### src/hdl/cld_pkg.sv
// Package: shared types and constants for the content-length deframer.
package cld_pkg;

    typedef struct packed {
        logic       kind;
        logic [7:0] data_byte;
    } in_item_t;

    typedef struct packed {
        logic        is_body;
        logic [7:0]  body_byte;
        logic        done_res;
        logic [1:0]  status;
        logic [31:0] length;
    } out_item_t;

    localparam logic [1:0] ST_OK    = 2'd0;
    localparam logic [1:0] ST_HDR   = 2'd1;
    localparam logic [1:0] ST_EOS   = 2'd2;
    localparam logic [1:0] ST_TRUNC = 2'd3;

    localparam logic       CFG_MAX_HDR  = 1'b0;
    localparam logic       CFG_MAX_BODY = 1'b1;

    localparam logic [20:0] HDR_RESET  = 21'd65536;
    localparam logic [31:0] BODY_RESET = 32'd16777216;
    localparam logic [20:0] COUNT_MAX  = 21'h1FFFFF;
    localparam logic [31:0] TERM_WORD  = 32'h0D0A0D0A;
    localparam int          NAME_LEN   = 14;
    localparam int          QDEPTH     = 4;
    localparam int          QAW        = 2;

    typedef enum logic [7:0] {
        LP_START  = 8'b0000_0001,
        LP_NLEAD  = 8'b0000_0010,
        LP_NBODY  = 8'b0000_0100,
        LP_NTRAIL = 8'b0000_1000,
        LP_VLEAD  = 8'b0001_0000,
        LP_VDIG   = 8'b0010_0000,
        LP_VTRAIL = 8'b0100_0000,
        LP_IGNORE = 8'b1000_0000
    } line_phase_t;

    function automatic logic [7:0] name_char_at(input logic [3:0] i);
        logic [7:0] c;
        begin
            unique case (i)
                4'd0:    c = "c";
                4'd1:    c = "o";
                4'd2:    c = "n";
                4'd3:    c = "t";
                4'd4:    c = "e";
                4'd5:    c = "n";
                4'd6:    c = "t";
                4'd7:    c = "-";
                4'd8:    c = "l";
                4'd9:    c = "e";
                4'd10:   c = "n";
                4'd11:   c = "g";
                4'd12:   c = "t";
                4'd13:   c = "h";
                default: c = 8'h00;
            endcase
            return c;
        end
    endfunction

endpackage

### src/hdl/cld_front.sv
// Front part: header parser, body counter, result generation per item.
module cld_front (
    input  logic              clk,
    input  logic              rst_n,
    input  logic              in_valid,
    input  cld_pkg::in_item_t in_item,
    input  logic [20:0]       max_header_bytes,
    input  logic [31:0]       max_body_bytes,
    output logic              res_valid,
    output cld_pkg::out_item_t res_item
);
    import cld_pkg::*;

    logic        body_reg, body_next;
    logic [31:0] last4_reg, last4_next;
    logic [20:0] hcount_reg, hcount_next;
    logic        pcr_reg, pcr_next;
    line_phase_t lp_reg, lp_next;
    logic [3:0]  nidx_reg, nidx_next;
    logic        nmis_reg, nmis_next;
    logic [32:0] acc_reg, acc_next;
    logic        vbad_reg, vbad_next;
    logic        vovf_reg, vovf_next;
    logic        herr_reg, herr_next;
    logic        lfound_reg, lfound_next;
    logic [31:0] dlen_reg, dlen_next;
    logic [31:0] brem_reg, brem_next;

    // line character unit; called up to twice (pending CR then byte)
    typedef struct packed {
        line_phase_t lp;
        logic [3:0]  nidx;
        logic        nmis;
        logic [32:0] acc;
        logic        vbad;
        logic        vovf;
    } lstate_t;

    function automatic lstate_t line_char(input lstate_t s, input logic [7:0] c);
        lstate_t    r;
        logic       ws, colon, digit;
        logic [7:0] lc;
        logic [36:0] prod;
        begin
            r     = s;
            ws    = (c == 8'h20) || (c == 8'h09);
            colon = (c == 8'h3A);
            digit = (c >= 8'h30) && (c <= 8'h39);
            lc    = (c >= 8'h41 && c <= 8'h5A) ? c + 8'h20 : c;
            prod  = {4'd0, s.acc} * 37'd10 + {33'd0, c[3:0]};
            unique case (s.lp)
                LP_START, LP_NLEAD, LP_NBODY, LP_NTRAIL:
                begin
                    if (colon)
                        r.lp = (!s.nmis && s.nidx == 4'(NAME_LEN)) ? LP_VLEAD : LP_IGNORE;
                    else if (ws)
                    begin
                        if (s.lp == LP_START) r.lp = LP_NLEAD;
                        else if (s.lp == LP_NBODY) r.lp = LP_NTRAIL;
                    end
                    else
                    begin
                        if (s.lp == LP_NTRAIL) r.nmis = 1'b1;
                        if (s.nidx < 4'(NAME_LEN) && lc == name_char_at(s.nidx))
                            r.nidx = s.nidx + 4'd1;
                        else
                            r.nmis = 1'b1;
                        r.lp = LP_NBODY;
                    end
                end
                LP_VLEAD, LP_VDIG:
                begin
                    if (digit)
                    begin
                        if (prod > 37'hFFFFFFFF)
                        begin
                            r.vovf = 1'b1;
                            r.acc  = 33'h100000000;
                        end
                        else
                            r.acc = prod[32:0];
                        r.lp = LP_VDIG;
                    end
                    else if (ws)
                    begin
                        if (s.lp == LP_VDIG) r.lp = LP_VTRAIL;
                    end
                    else
                        r.vbad = 1'b1;
                end
                LP_VTRAIL: if (!ws) r.vbad = 1'b1;
                default: ;
            endcase
            return r;
        end
    endfunction

    lstate_t ls0, ls1, ls2;
    logic [7:0] b;
    logic       le_err, le_found;
    logic       term;

    always_comb
    begin
        b           = in_item.data_byte;
        body_next   = body_reg;
        last4_next  = last4_reg;
        hcount_next = hcount_reg;
        pcr_next    = pcr_reg;
        lp_next     = lp_reg;
        nidx_next   = nidx_reg;
        nmis_next   = nmis_reg;
        acc_next    = acc_reg;
        vbad_next   = vbad_reg;
        vovf_next   = vovf_reg;
        herr_next   = herr_reg;
        lfound_next = lfound_reg;
        dlen_next   = dlen_reg;
        brem_next   = brem_reg;
        res_valid   = 1'b0;
        res_item    = '0;
        ls0 = '{lp: lp_reg, nidx: nidx_reg, nmis: nmis_reg, acc: acc_reg,
                vbad: vbad_reg, vovf: vovf_reg};
        ls1 = ls0;
        ls2 = ls0;
        le_err = 1'b0;
        le_found = 1'b0;
        term = 1'b0;

        if (in_valid)
        begin
            if (body_reg)
            begin
                res_valid       = 1'b1;
                res_item.length = dlen_reg;
                if (in_item.kind)
                begin
                    res_item.done_res = 1'b1;
                    res_item.status   = ST_TRUNC;
                    body_next         = 1'b0;
                    dlen_next         = '0;
                    brem_next         = '0;
                end
                else
                begin
                    res_item.is_body   = 1'b1;
                    res_item.body_byte = b;
                    brem_next          = brem_reg - 32'd1;
                    if (brem_reg == 32'd1)
                    begin
                        res_item.done_res = 1'b1;
                        body_next         = 1'b0;
                        dlen_next         = '0;
                    end
                end
            end
            else if (in_item.kind)
            begin
                res_valid         = 1'b1;
                res_item.done_res = 1'b1;
                res_item.status   = (hcount_reg == '0) ? ST_EOS : ST_HDR;
                hcount_next = '0; last4_next = '0; pcr_next = 1'b0;
                lp_next = LP_START; nidx_next = '0; nmis_next = 1'b0;
                acc_next = '0; vbad_next = 1'b0; vovf_next = 1'b0;
                herr_next = 1'b0; lfound_next = 1'b0; dlen_next = '0;
            end
            else
            begin
                if (hcount_reg != COUNT_MAX) hcount_next = hcount_reg + 21'd1;
                last4_next = {last4_reg[23:0], b};
                if (pcr_reg && b == 8'h0A)
                begin
                    // line end
                    pcr_next = 1'b0;
                    unique case (ls0.lp)
                        LP_START, LP_IGNORE: ;
                        LP_NLEAD, LP_NBODY, LP_NTRAIL, LP_VLEAD: le_err = 1'b1;
                        default:
                        begin
                            if (ls0.vbad || ls0.vovf) le_err = 1'b1;
                            else le_found = 1'b1;
                        end
                    endcase
                    ls2 = '{lp: LP_START, nidx: '0, nmis: 1'b0, acc: '0,
                            vbad: 1'b0, vovf: 1'b0};
                end
                else
                begin
                    ls1 = pcr_reg ? line_char(ls0, 8'h0D) : ls0;
                    if (b == 8'h0D)
                    begin
                        pcr_next = 1'b1;
                        ls2 = ls1;
                    end
                    else
                    begin
                        pcr_next = 1'b0;
                        ls2 = line_char(ls1, b);
                    end
                end
                lp_next = ls2.lp; nidx_next = ls2.nidx; nmis_next = ls2.nmis;
                acc_next = ls2.acc; vbad_next = ls2.vbad; vovf_next = ls2.vovf;
                herr_next = herr_reg | le_err;
                if (le_found)
                begin
                    lfound_next = 1'b1;
                    dlen_next   = ls0.acc[31:0];
                end
                term = (hcount_next >= 21'd4) && (last4_next == TERM_WORD);
                if (term || (hcount_next > max_header_bytes))
                begin
                    if (term && !herr_next && lfound_next && dlen_next <= max_body_bytes
                        && dlen_next != '0)
                    begin
                        body_next = 1'b1;
                        brem_next = dlen_next;
                    end
                    else
                    begin
                        res_valid         = 1'b1;
                        res_item.done_res = 1'b1;
                        res_item.status   = (term && !herr_next && lfound_next
                                             && dlen_next <= max_body_bytes) ? ST_OK : ST_HDR;
                        dlen_next = '0;
                    end
                    hcount_next = '0; last4_next = '0; pcr_next = 1'b0;
                    lp_next = LP_START; nidx_next = '0; nmis_next = 1'b0;
                    acc_next = '0; vbad_next = 1'b0; vovf_next = 1'b0;
                    herr_next = 1'b0; lfound_next = 1'b0;
                end
            end
        end
    end

    always_ff @(posedge clk or negedge rst_n)
    begin
        if (!rst_n)
        begin
            body_reg <= 1'b0; last4_reg <= '0; hcount_reg <= '0; pcr_reg <= 1'b0;
            lp_reg <= LP_START; nidx_reg <= '0; nmis_reg <= 1'b0; acc_reg <= '0;
            vbad_reg <= 1'b0; vovf_reg <= 1'b0; herr_reg <= 1'b0;
            lfound_reg <= 1'b0; dlen_reg <= '0; brem_reg <= '0;
        end
        else
        begin
            body_reg <= body_next; last4_reg <= last4_next; hcount_reg <= hcount_next;
            pcr_reg <= pcr_next; lp_reg <= lp_next; nidx_reg <= nidx_next;
            nmis_reg <= nmis_next; acc_reg <= acc_next; vbad_reg <= vbad_next;
            vovf_reg <= vovf_next; herr_reg <= herr_next; lfound_reg <= lfound_next;
            dlen_reg <= dlen_next; brem_reg <= brem_next;
        end
    end

endmodule

### src/hdl/cld_queue.sv
// Back part: small result queue toward the consumer.
module cld_queue (
    input  logic               clk,
    input  logic               rst_n,
    input  logic               wr,
    input  cld_pkg::out_item_t wr_item,
    input  logic               rd,
    output cld_pkg::out_item_t rd_item,
    output logic               empty,
    output logic               full
);
    import cld_pkg::*;

    out_item_t       mem_reg [QDEPTH];
    logic [QAW-1:0]  wp_reg, rp_reg;
    logic [QAW:0]    cnt_reg;
    logic            do_wr, do_rd;

    assign empty   = (cnt_reg == '0);
    assign full    = (cnt_reg == (QAW+1)'(QDEPTH));
    assign do_wr   = wr && !full;
    assign do_rd   = rd && !empty;
    assign rd_item = mem_reg[rp_reg];

    always_ff @(posedge clk)
    begin
        if (do_wr) mem_reg[wp_reg] <= wr_item;
    end

    always_ff @(posedge clk or negedge rst_n)
    begin
        if (!rst_n)
        begin
            wp_reg <= '0; rp_reg <= '0; cnt_reg <= '0;
        end
        else
        begin
            if (do_wr) wp_reg <= wp_reg + QAW'(1);
            if (do_rd) rp_reg <= rp_reg + QAW'(1);
            cnt_reg <= cnt_reg + (QAW+1)'(do_wr) - (QAW+1)'(do_rd);
        end
    end

endmodule

### src/hdl/content_length_deframer_core.sv
// Top level: content-length header deframer core.
// Input channel: push/full with in_item (kind, data_byte). A transfer happens
// on a clock edge with push high and full low; one byte or end-of-stream event
// per cycle, sustained while full is low.
// Result channel: empty/pop with out_item. The oldest result is shown while
// empty is low; a transfer happens with pop high and empty low.
// Order: a result is registered in the staging register when its item is taken,
// then written into the 4-entry result queue; empty falls once it is there.
// Throughput: one item per cycle while full is low, set by the header parser.
// Items causing no result (header bytes) never occupy the queue.
// Stall: full rises when the result queue is full, so the front parser halts
// while the consumer does not pop; nothing is lost.
// Config: cfg_valid/cfg_ready write channel, always ready; index 0 is
// max_header_bytes, index 1 max_body_bytes.
// Reset: rst_n async low; limits return to 65536 and 16 MiB, parser empties.
module content_length_deframer_core (
    input  logic               clk,
    input  logic               rst_n,
    input  logic               push,
    output logic               full,
    input  cld_pkg::in_item_t  in_item,
    output logic               empty,
    input  logic               pop,
    output cld_pkg::out_item_t out_item,
    input  logic               cfg_valid,
    output logic               cfg_ready,
    input  logic [0:0]         cfg_index,
    input  logic [31:0]        cfg_data
);
    import cld_pkg::*;

    logic [20:0] max_hdr_reg;
    logic [31:0] max_body_reg;
    logic        res_valid_reg;
    out_item_t   res_item_reg;
    logic        res_valid;
    out_item_t   res_item;
    logic        q_full;
    logic        accept;
    logic        qcnt_hi;
    logic        q_wr_ok;

    assign cfg_ready = 1'b1;
    // Hold off while the result queue is full, so no registered result is lost.
    assign full   = q_full || (res_valid_reg && qcnt_hi);
    assign accept = push && !full;

    // Stall input only when the queue is full and cannot take the staged result.
    assign qcnt_hi = q_full;
    assign q_wr_ok = res_valid_reg && !q_full;

    always_ff @(posedge clk or negedge rst_n)
    begin
        if (!rst_n)
        begin
            max_hdr_reg  <= HDR_RESET;
            max_body_reg <= BODY_RESET;
        end
        else if (cfg_valid)
        begin
            unique case (cfg_index[0])
                CFG_MAX_HDR:  max_hdr_reg  <= cfg_data[20:0];
                CFG_MAX_BODY: max_body_reg <= cfg_data;
                default: ;
            endcase
        end
    end

    cld_front u_front (
        .clk              (clk),
        .rst_n            (rst_n),
        .in_valid         (accept),
        .in_item          (in_item),
        .max_header_bytes (max_hdr_reg),
        .max_body_bytes   (max_body_reg),
        .res_valid        (res_valid),
        .res_item         (res_item)
    );

    // staging register between parser and queue
    always_ff @(posedge clk or negedge rst_n)
    begin
        if (!rst_n)
            res_valid_reg <= 1'b0;
        else if (accept)
            res_valid_reg <= res_valid;
        else if (q_wr_ok)
            res_valid_reg <= 1'b0;
    end

    always_ff @(posedge clk)
    begin
        if (accept) res_item_reg <= res_item;
    end

    cld_queue u_queue (
        .clk     (clk),
        .rst_n   (rst_n),
        .wr      (res_valid_reg),
        .wr_item (res_item_reg),
        .rd      (pop),
        .rd_item (out_item),
        .empty   (empty),
        .full    (q_full)
    );

endmodule

### config.mk
export PLATFORM = sky130hd
export DESIGN_NAME = content_length_deframer_core
export DESIGN_NICKNAME = d
export VERILOG_FILES = /design/src/hdl/cld_pkg.sv /design/src/hdl/cld_front.sv /design/src/hdl/cld_queue.sv /design/src/hdl/content_length_deframer_core.sv
export SDC_FILE = /design/constraint.sdc
export NUM_CORES = 1
export LEC_CHECK = 0
export ABC_AREA = 0
export BUFFER_PORTS_ARGS = -buffer_cell sky130_fd_sc_hd__buf_2
export CORE_ASPECT_RATIO = 1.1
export CORE_MARGIN = 10
export CORE_UTILIZATION = 57
export CTS_BUF_LIST = sky130_fd_sc_hd__clkbuf_8
export DETAILED_ROUTE_END_ITERATION = 6
export HOLD_SLACK_MARGIN = 0.06
export PLACE_DENSITY_LB_ADDON = 0.12
export SLEW_MARGIN = 15
export SYNTH_ARGS = -nofsm -noshare
export SYNTH_HDL_FRONTEND = slang
export SYNTH_HIERARCHICAL = 1
export SYNTH_SLANG_ARGS = --single-unit
export TNS_END_PERCENT = 10
### constraint.sdc
create_clock -name clk -period 16.7 [get_ports clk]
set_clock_uncertainty 0.1 [all_clocks]
set_input_delay 2.505 -clock clk [delete_from_list [all_inputs] [get_ports clk]]
set_output_delay 2.505 -clock clk [all_outputs]
set_load 0.01 [all_outputs]
# Word level (Yosys, flattened, before mapping)
# Memory sizes are Yosys's and may differ from the RTL's.
# Index checks and enable logic that the tools add are counted.
[totals] inputBits=47 regBits=266 mem_count=3 out_inout_bits=47 mem_bits_ro=224 mem_bits_rw=176 elab_cells=261
[memory_table] name="u_queue.mem_reg" depth=4 width=44 read_ports=1 rd_clocked_by_memory_dff=0 wr=1 line="cld_queue.sv:14" text="out_item_t mem_reg [QDEPTH];"
[memory_table] name="(no name shown)" depth=16 width=7 read_ports=1 rd_clocked_by_memory_dff=0 wr=0 line="cld_pkg.sv:47" text="unique case (i)"
[memory_table] name="(no name shown)" depth=16 width=7 read_ports=1 rd_clocked_by_memory_dff=0 wr=0 line="cld_pkg.sv:47"
[op_classes] add_sub_neg=10 reduce_logical=43 n_eq_ne=29 magnitude_cmp=10 n_mux=137 bitwise_logic=3 mul=1
[ops] cell="two-way mux 32 bit" n=15
[ops] cell="two-way mux 8 bit" n=24
[ops] cell="two-way mux 33 bit" n=5
[ops] cell="two-way mux 48 bit" n=3
[ops] cell="two-way mux 21 bit" n=6
[ops] cell="two-way mux 13 bit" n=5
[ops] cell="two-way mux 1 bit" n=60
[ops] cell="two-way mux 24 bit" n=2
[ops] cell="== test 8 x 4 -> 1 bit, second input constant" n=5
[ops] cell="adder 37 x 4 -> 37 bit" n=1
[ops] cell="greater-than comparator 37 x 32 -> 1 bit, second input constant" n=1
[ops] cell="multiplier 33 x 3 -> 36 bit, second input constant" n=1
[ops] cell="== test 32 x 1 -> 1 bit, second input constant" n=1
[ops] cell="== test 32 x 28 -> 1 bit, second input constant" n=1
[ops] cell="== test 8 x 6 -> 1 bit, second input constant" n=4
[ops] cell="less-or-equal comparator 32 bit" n=1
[ops] cell="nonzero test 32 bit" n=1
[ops] cell="subtractor 32 x 1 -> 32 bit, second input constant" n=1
[ops] cell="adder 21 x 1 -> 21 bit, second input constant" n=1
[ops] cell=">= comparator 21 x 3 -> 1 bit, second input constant" n=1
[ops] cell="greater-than comparator 21 bit" n=1
[ops] cell="logical NOT 21 bit" n=1
[ops] cell="!= test 21 bit, second input constant" n=1
[ops] cell="== test 8 x 1 -> 1 bit, second input constant" n=2
[ops] cell="41 further kinds" n=89

# Longest topological paths before layout
# An unclocked memory read counts as a cell.
[depth] word_depth=35 ltp_mapped=21 ltp_nobuf=18

# Hierarchy
# Netlist, hierarchy kept.
[modules_own_cells] mod="cld_front" n_inst=1 area_per_inst_um2=14274.9 cells_per_inst=1779
[modules_own_cells] mod="cld_queue" n_inst=1 area_per_inst_um2=6877.8 cells_per_inst=271
[modules_own_cells] mod="content_length_deframer_core" n_inst=1 area_per_inst_um2=3344.5 cells_per_inst=163

# Worst setup path before layout
# OpenSTA, ideal clock, no wires.
[synth_path] kind="in2reg" from="input port in_item[4] (netlist name)" to="register u_front.brem_reg[26]" slack_ns=9.054 path_buffers=4 arrival_ns=7.420 setup_ns=0.126 path_stages=17 path_cell_list="clkbuf_1 > nor4_1 > nand3_1 > a2111oi_4 > clkbuf_1 > clkbuf_1 > mux2i_1 > inv_1 > ha_1 > nand4_1 > nor4_1 > a21boi_0 > a2111oi_2 > o2111ai_2 > o31a_1 > buf_6 > a221o_1"
[synth_between] elab_chain_cells=15 elab_cells_between_ends=36 classes_between="order compare (1); eq/ne (2); mux (20); bitwise (1); reduce/logical (12)"
[synth_rtl] item="start, declared" line="content_length_deframer_core.sv:21" text="input cld_pkg::in_item_t in_item,"
[synth_rtl] item="== test 8 x 4 -> 1 bit" line="cld_front.sv:171" text="if (pcr_reg && b == 8'h0A)"
[synth_rtl] item="logical AND 1 bit" line="cld_front.sv:171"
[synth_rtl] item="two-way mux 1 bit" line="cld_front.sv:171"
[synth_rtl] item="two-way mux 1 bit" line="cld_front.sv:157" text="else if (in_item.kind)"
[synth_rtl] item="two-way mux 1 bit" line="cld_front.sv:132" text="if (body_reg)"
[synth_rtl] item="two-way mux 1 bit" line="cld_front.sv:130" text="if (in_valid)"
[synth_rtl] item="two-way mux 32 bit / two-way mux 1 bit (equally long branches)" line="cld_front.sv:204" text="if (le_found)"
[synth_rtl] item="two-way mux 32 bit / two-way mux 1 bit (equally long branches)" line="cld_front.sv:157"
[synth_rtl] item="two-way mux 32 bit / two-way mux 1 bit (equally long branches)" line="cld_front.sv:132"
[synth_rtl] item="two-way mux 32 bit / two-way mux 1 bit (equally long branches)" line="cld_front.sv:130"
[synth_rtl] item="less-or-equal comparator 32 bit / logical AND 1 bit (equally long branches)" line="cld_front.sv:212" text="if (term && !herr_next && lfound_next && dlen_next <= max_body_bytes"
[synth_rtl] item="logical AND 1 bit" line="cld_front.sv:212"
[synth_rtl] item="logical AND 1 bit" line="cld_front.sv:213" text="&& dlen_next != '0)"
[synth_rtl] item="nonzero test 2 bit (no source line)"
[synth_rtl] item="AND reduction 4 bit (no source line)"
[synth_rtl] item="end signal, assigned" line="cld_front.sv:250" text="dlen_reg <= dlen_next; brem_reg <= brem_next;"
[synth_rtl] item="end, declared" line="cld_front.sv:27" text="logic [31:0] brem_reg, brem_next;"
# Parallel ways exist; a longest one is shown, timed or not. The select of a mux whose other input is x is not followed.
# A chain may end at the register's enable or synchronous reset.

# Worst setup path in the final report
[layout_path] from="input port in_item[4] (netlist name)" to="register u_front.brem_reg[31]"
# Same word-level chain as after synthesis.

==> impl_metrics.json <==
{
  "nNetsFinal": 2475,
  "grt_pass1_wl_mm": 101,
  "min_period_over_period": 0.447,
  "grt_pass1_vias": 17800,
  "die_height_um": 237,
  "ys_types": 98,
  "ys_async_sr_fraction": 0.502,
  "slew_headroom": 0.257,
  "dr.pass1.iters": 7,
  "routed_wl_mm": 63.2,
  "root_buffer": "clkbuf_8",
  "tightest_slew_ns": 1.11,
  "hold_ws_ns": 0.388,
  "start_kind": "input port",
  "ys_ff_latch": 442,
  "maxCapViolations": 0,
  "final_cell_count_no_fill": 2913,
  "drive_above_1_share": 0.140,
  "hold_viol": 0,
  "hpwlAfterDp_mm": 46.0,
  "gr-usage-all-layers": 0.246,
  "htree_levels": 3,
  "drc": 0,
  "clk_pin_slew_worst_paths_ns": 0.06,
  "num_vias": 17900,
  "layout.cells.most_common": "edfxtp_1",
  "cts_sinks": 442,
  "dp_slack_ns": 8.71,
  "place_inst": 2781,
  "fp.dieW_um": 218,
  "synth_warnings": 6,
  "grt_max_degree": 81,
  "largest_reg_flops": 176,
  "final_cell_mix": "220 x edfxtp_1, 217 x dfrtp_1, 186 x nand2_1",
  "gp_congestion": 0.916,
  "drt_iter0_drc": 1662,
  "min_path_type": "reg -> reg",
  "rsz0062_at_grt": "false",
  "io_pins": 94,
  "report.final.slew_viol_count": 0,
  "seq_area_frac_synth": 0.497,
  "ctsHoldBuffers": 0,
  "synth_nets": 2399,
  "antenna_found_initial": 1,
  "viasPerCell": 6.16,
  "rows": 79,
  "setup-tns-final_ns": 0,
  "area_growth_pct": 9.49,
  "synth_ff_type": "edfxtp_1",
  "setup_viol": 0,
  "outcome": "finished, final reports clean",
  "min_period_ns": 7.47,
  "netlist_area_mm2": 0.0245,
  "setup_slack_ns": 9.23,
  "cts_made_buffers": 73,
  "wire_per_inst_um": 21.7,
  "synth_edf_count": 220,
  "coreArea_mm2": 0.0424,
  "arrival_ns": 7.90,
  "irDropWorstVdd_mv": 0.0974,
  "fillerInstances": 3354,
  "cts_repair_resize_count": 0,
  "cp_max_fo": 43,
  "cts_setup_buffers": 0,
  "initial_core_util": 0.578,
  "cts_tree": "done",
  "insertion_delay_ns": 0.66,
  "postRouteAntennaNets": 0,
  "crit_path_end_kind": "flip-flop",
  "syn_inst": 2213,
  "grt-ovfl-total": 0,
  "syn_area_per_cell_um2": 11.1,
  "max_freq_mhz": 134,
  "worstSetupPathType": "in -> reg",
  "required_ns": 17.13,
  "dieArea_mm2": 0.0517,
  "leakagePower_uw": 0.0115,
  "powerDensity_mw_per_mm2": 121,
  "cts_max_path_buffers": 3,
  "io_buffers": 92
}
-- synthesized netlist by cell type (30+ instances only) --
cell	number	share of area
edfxtp_1	220	0.27
dfrtp_1	219	0.22
nand2_1	186	0.028
o21ai_0	137	0.028
ha_1	136	0.069
nor2_1	135	0.021
inv_1	134	0.021
a21oi_1	95	0.019
clkbuf_1	69	0.011
and3_1	51	0.013
xnor2_1	49	0.018
nand4_1	45	0.011
nand3_1	41	0.0084
mux4_2	38	0.035
nor3_1	38	0.0078
mux2_2	35	0.016
mux2i_1	35	0.014
nor4_1	35	0.0089
o21ai_1	34	0.0069
a21o_1	33	0.010
a22o_1	32	0.011
mux2_1	31	0.014
buf_2	30	0.0061
-- through the flow --
stage	utilization	cell area (um^2)	total power, uW
6_report	0.633	26800	3250
2_1_floorplan	-	24500	2040
4_1_cts	0.632	26800	3280
5_1_grt	0.632	26800	3430
3_5_place_dp	0.597	25300	2300
3_3_place_gp	0.597	25300	2290
-- path summary, 6_finish.rpt --
path	start	slack, ns	end	cells past startpoint
hold reg to reg	res_item_reg[29]$_DFFE_PP_	0.39	u_queue/mem_reg[1][29]$_DFFE_PP_	0
max in group asynchronous	rst_n	13.24	max_hdr_reg[20]$_DFFE_PN0P_	2
hold / removal	res_item_reg[29]$_DFFE_PP_	0.39	u_queue/mem_reg[1][29]$_DFFE_PP_	0
min in group asynchronous	rst_n	1.71	u_front/last4_reg[15]$_DFFE_PN0P_	1
setup / recovery	in_item[4]	9.23	u_front/brem_reg[31]$_DFFE_PN0P_	16
setup reg to reg	u_front/lp_reg[3]$_DFFE_PN0P_	10.90	u_front/brem_reg[31]$_DFFE_PN0P_	16
-- routing by layer --
metal	vias to the layer above	global-route usage	share of wire
li1	8420	-	-
met1	8839	0.341	0.44
met2	584	0.391	0.47
met3	95	0.0386	0.062
met4	0	0.0797	0.024
met5	-	0	0
-- area by class of cell --
cell class | count | area, um^2 | share of cell area
sequential | 442 | 12200 | 0.454
multi-input combinational | 1520 | 11300 | 0.421
clock buffer | 84 | 1160 | 0.0431
tap | 567 | 709 | 0.0264
timing repair buffer | 115 | 643 | 0.0240
inverter | 137 | 514 | 0.0192
clock inverter | 46 | 334 | 0.0125
antenna | 2 | 5.00 | 0.000187
-- critical path, cell delays in order --
cell and delay (ns):
buf_2 0.19, nor4_1 0.57, nand3_1 0.29, a2111oi_4 0.25, buf_4 0.54, mux2i_1 0.39
inv_1 0.08, ha_1 0.31, nand4_1 0.13, nor4_1 0.62, a21boi_0 0.22, a2111oi_2 0.51
o2111ai_2 0.25, o31a_1 0.33, buf_4 0.25, a221o_1 0.38
-- logic make-up after synthesis --
| family | synth area share |
|---|---|
| fa+ha+maj | 0.0719 |
| compound gates | 0.138 |
| mux | 0.0860 |
| other cells | 0.000153 |
| simple gates | 0.136 |
| flops | 0.497 |
| buf+inv | 0.0444 |
| xor+xnor | 0.0275 |
-- power by group --
group          internal (uW)  total, uW  switching [uW]
registers               1330       1450             124
logic                    334        827             493
clock network            538        972             434
Note: power is estimated with default switching activity, not from simulation.
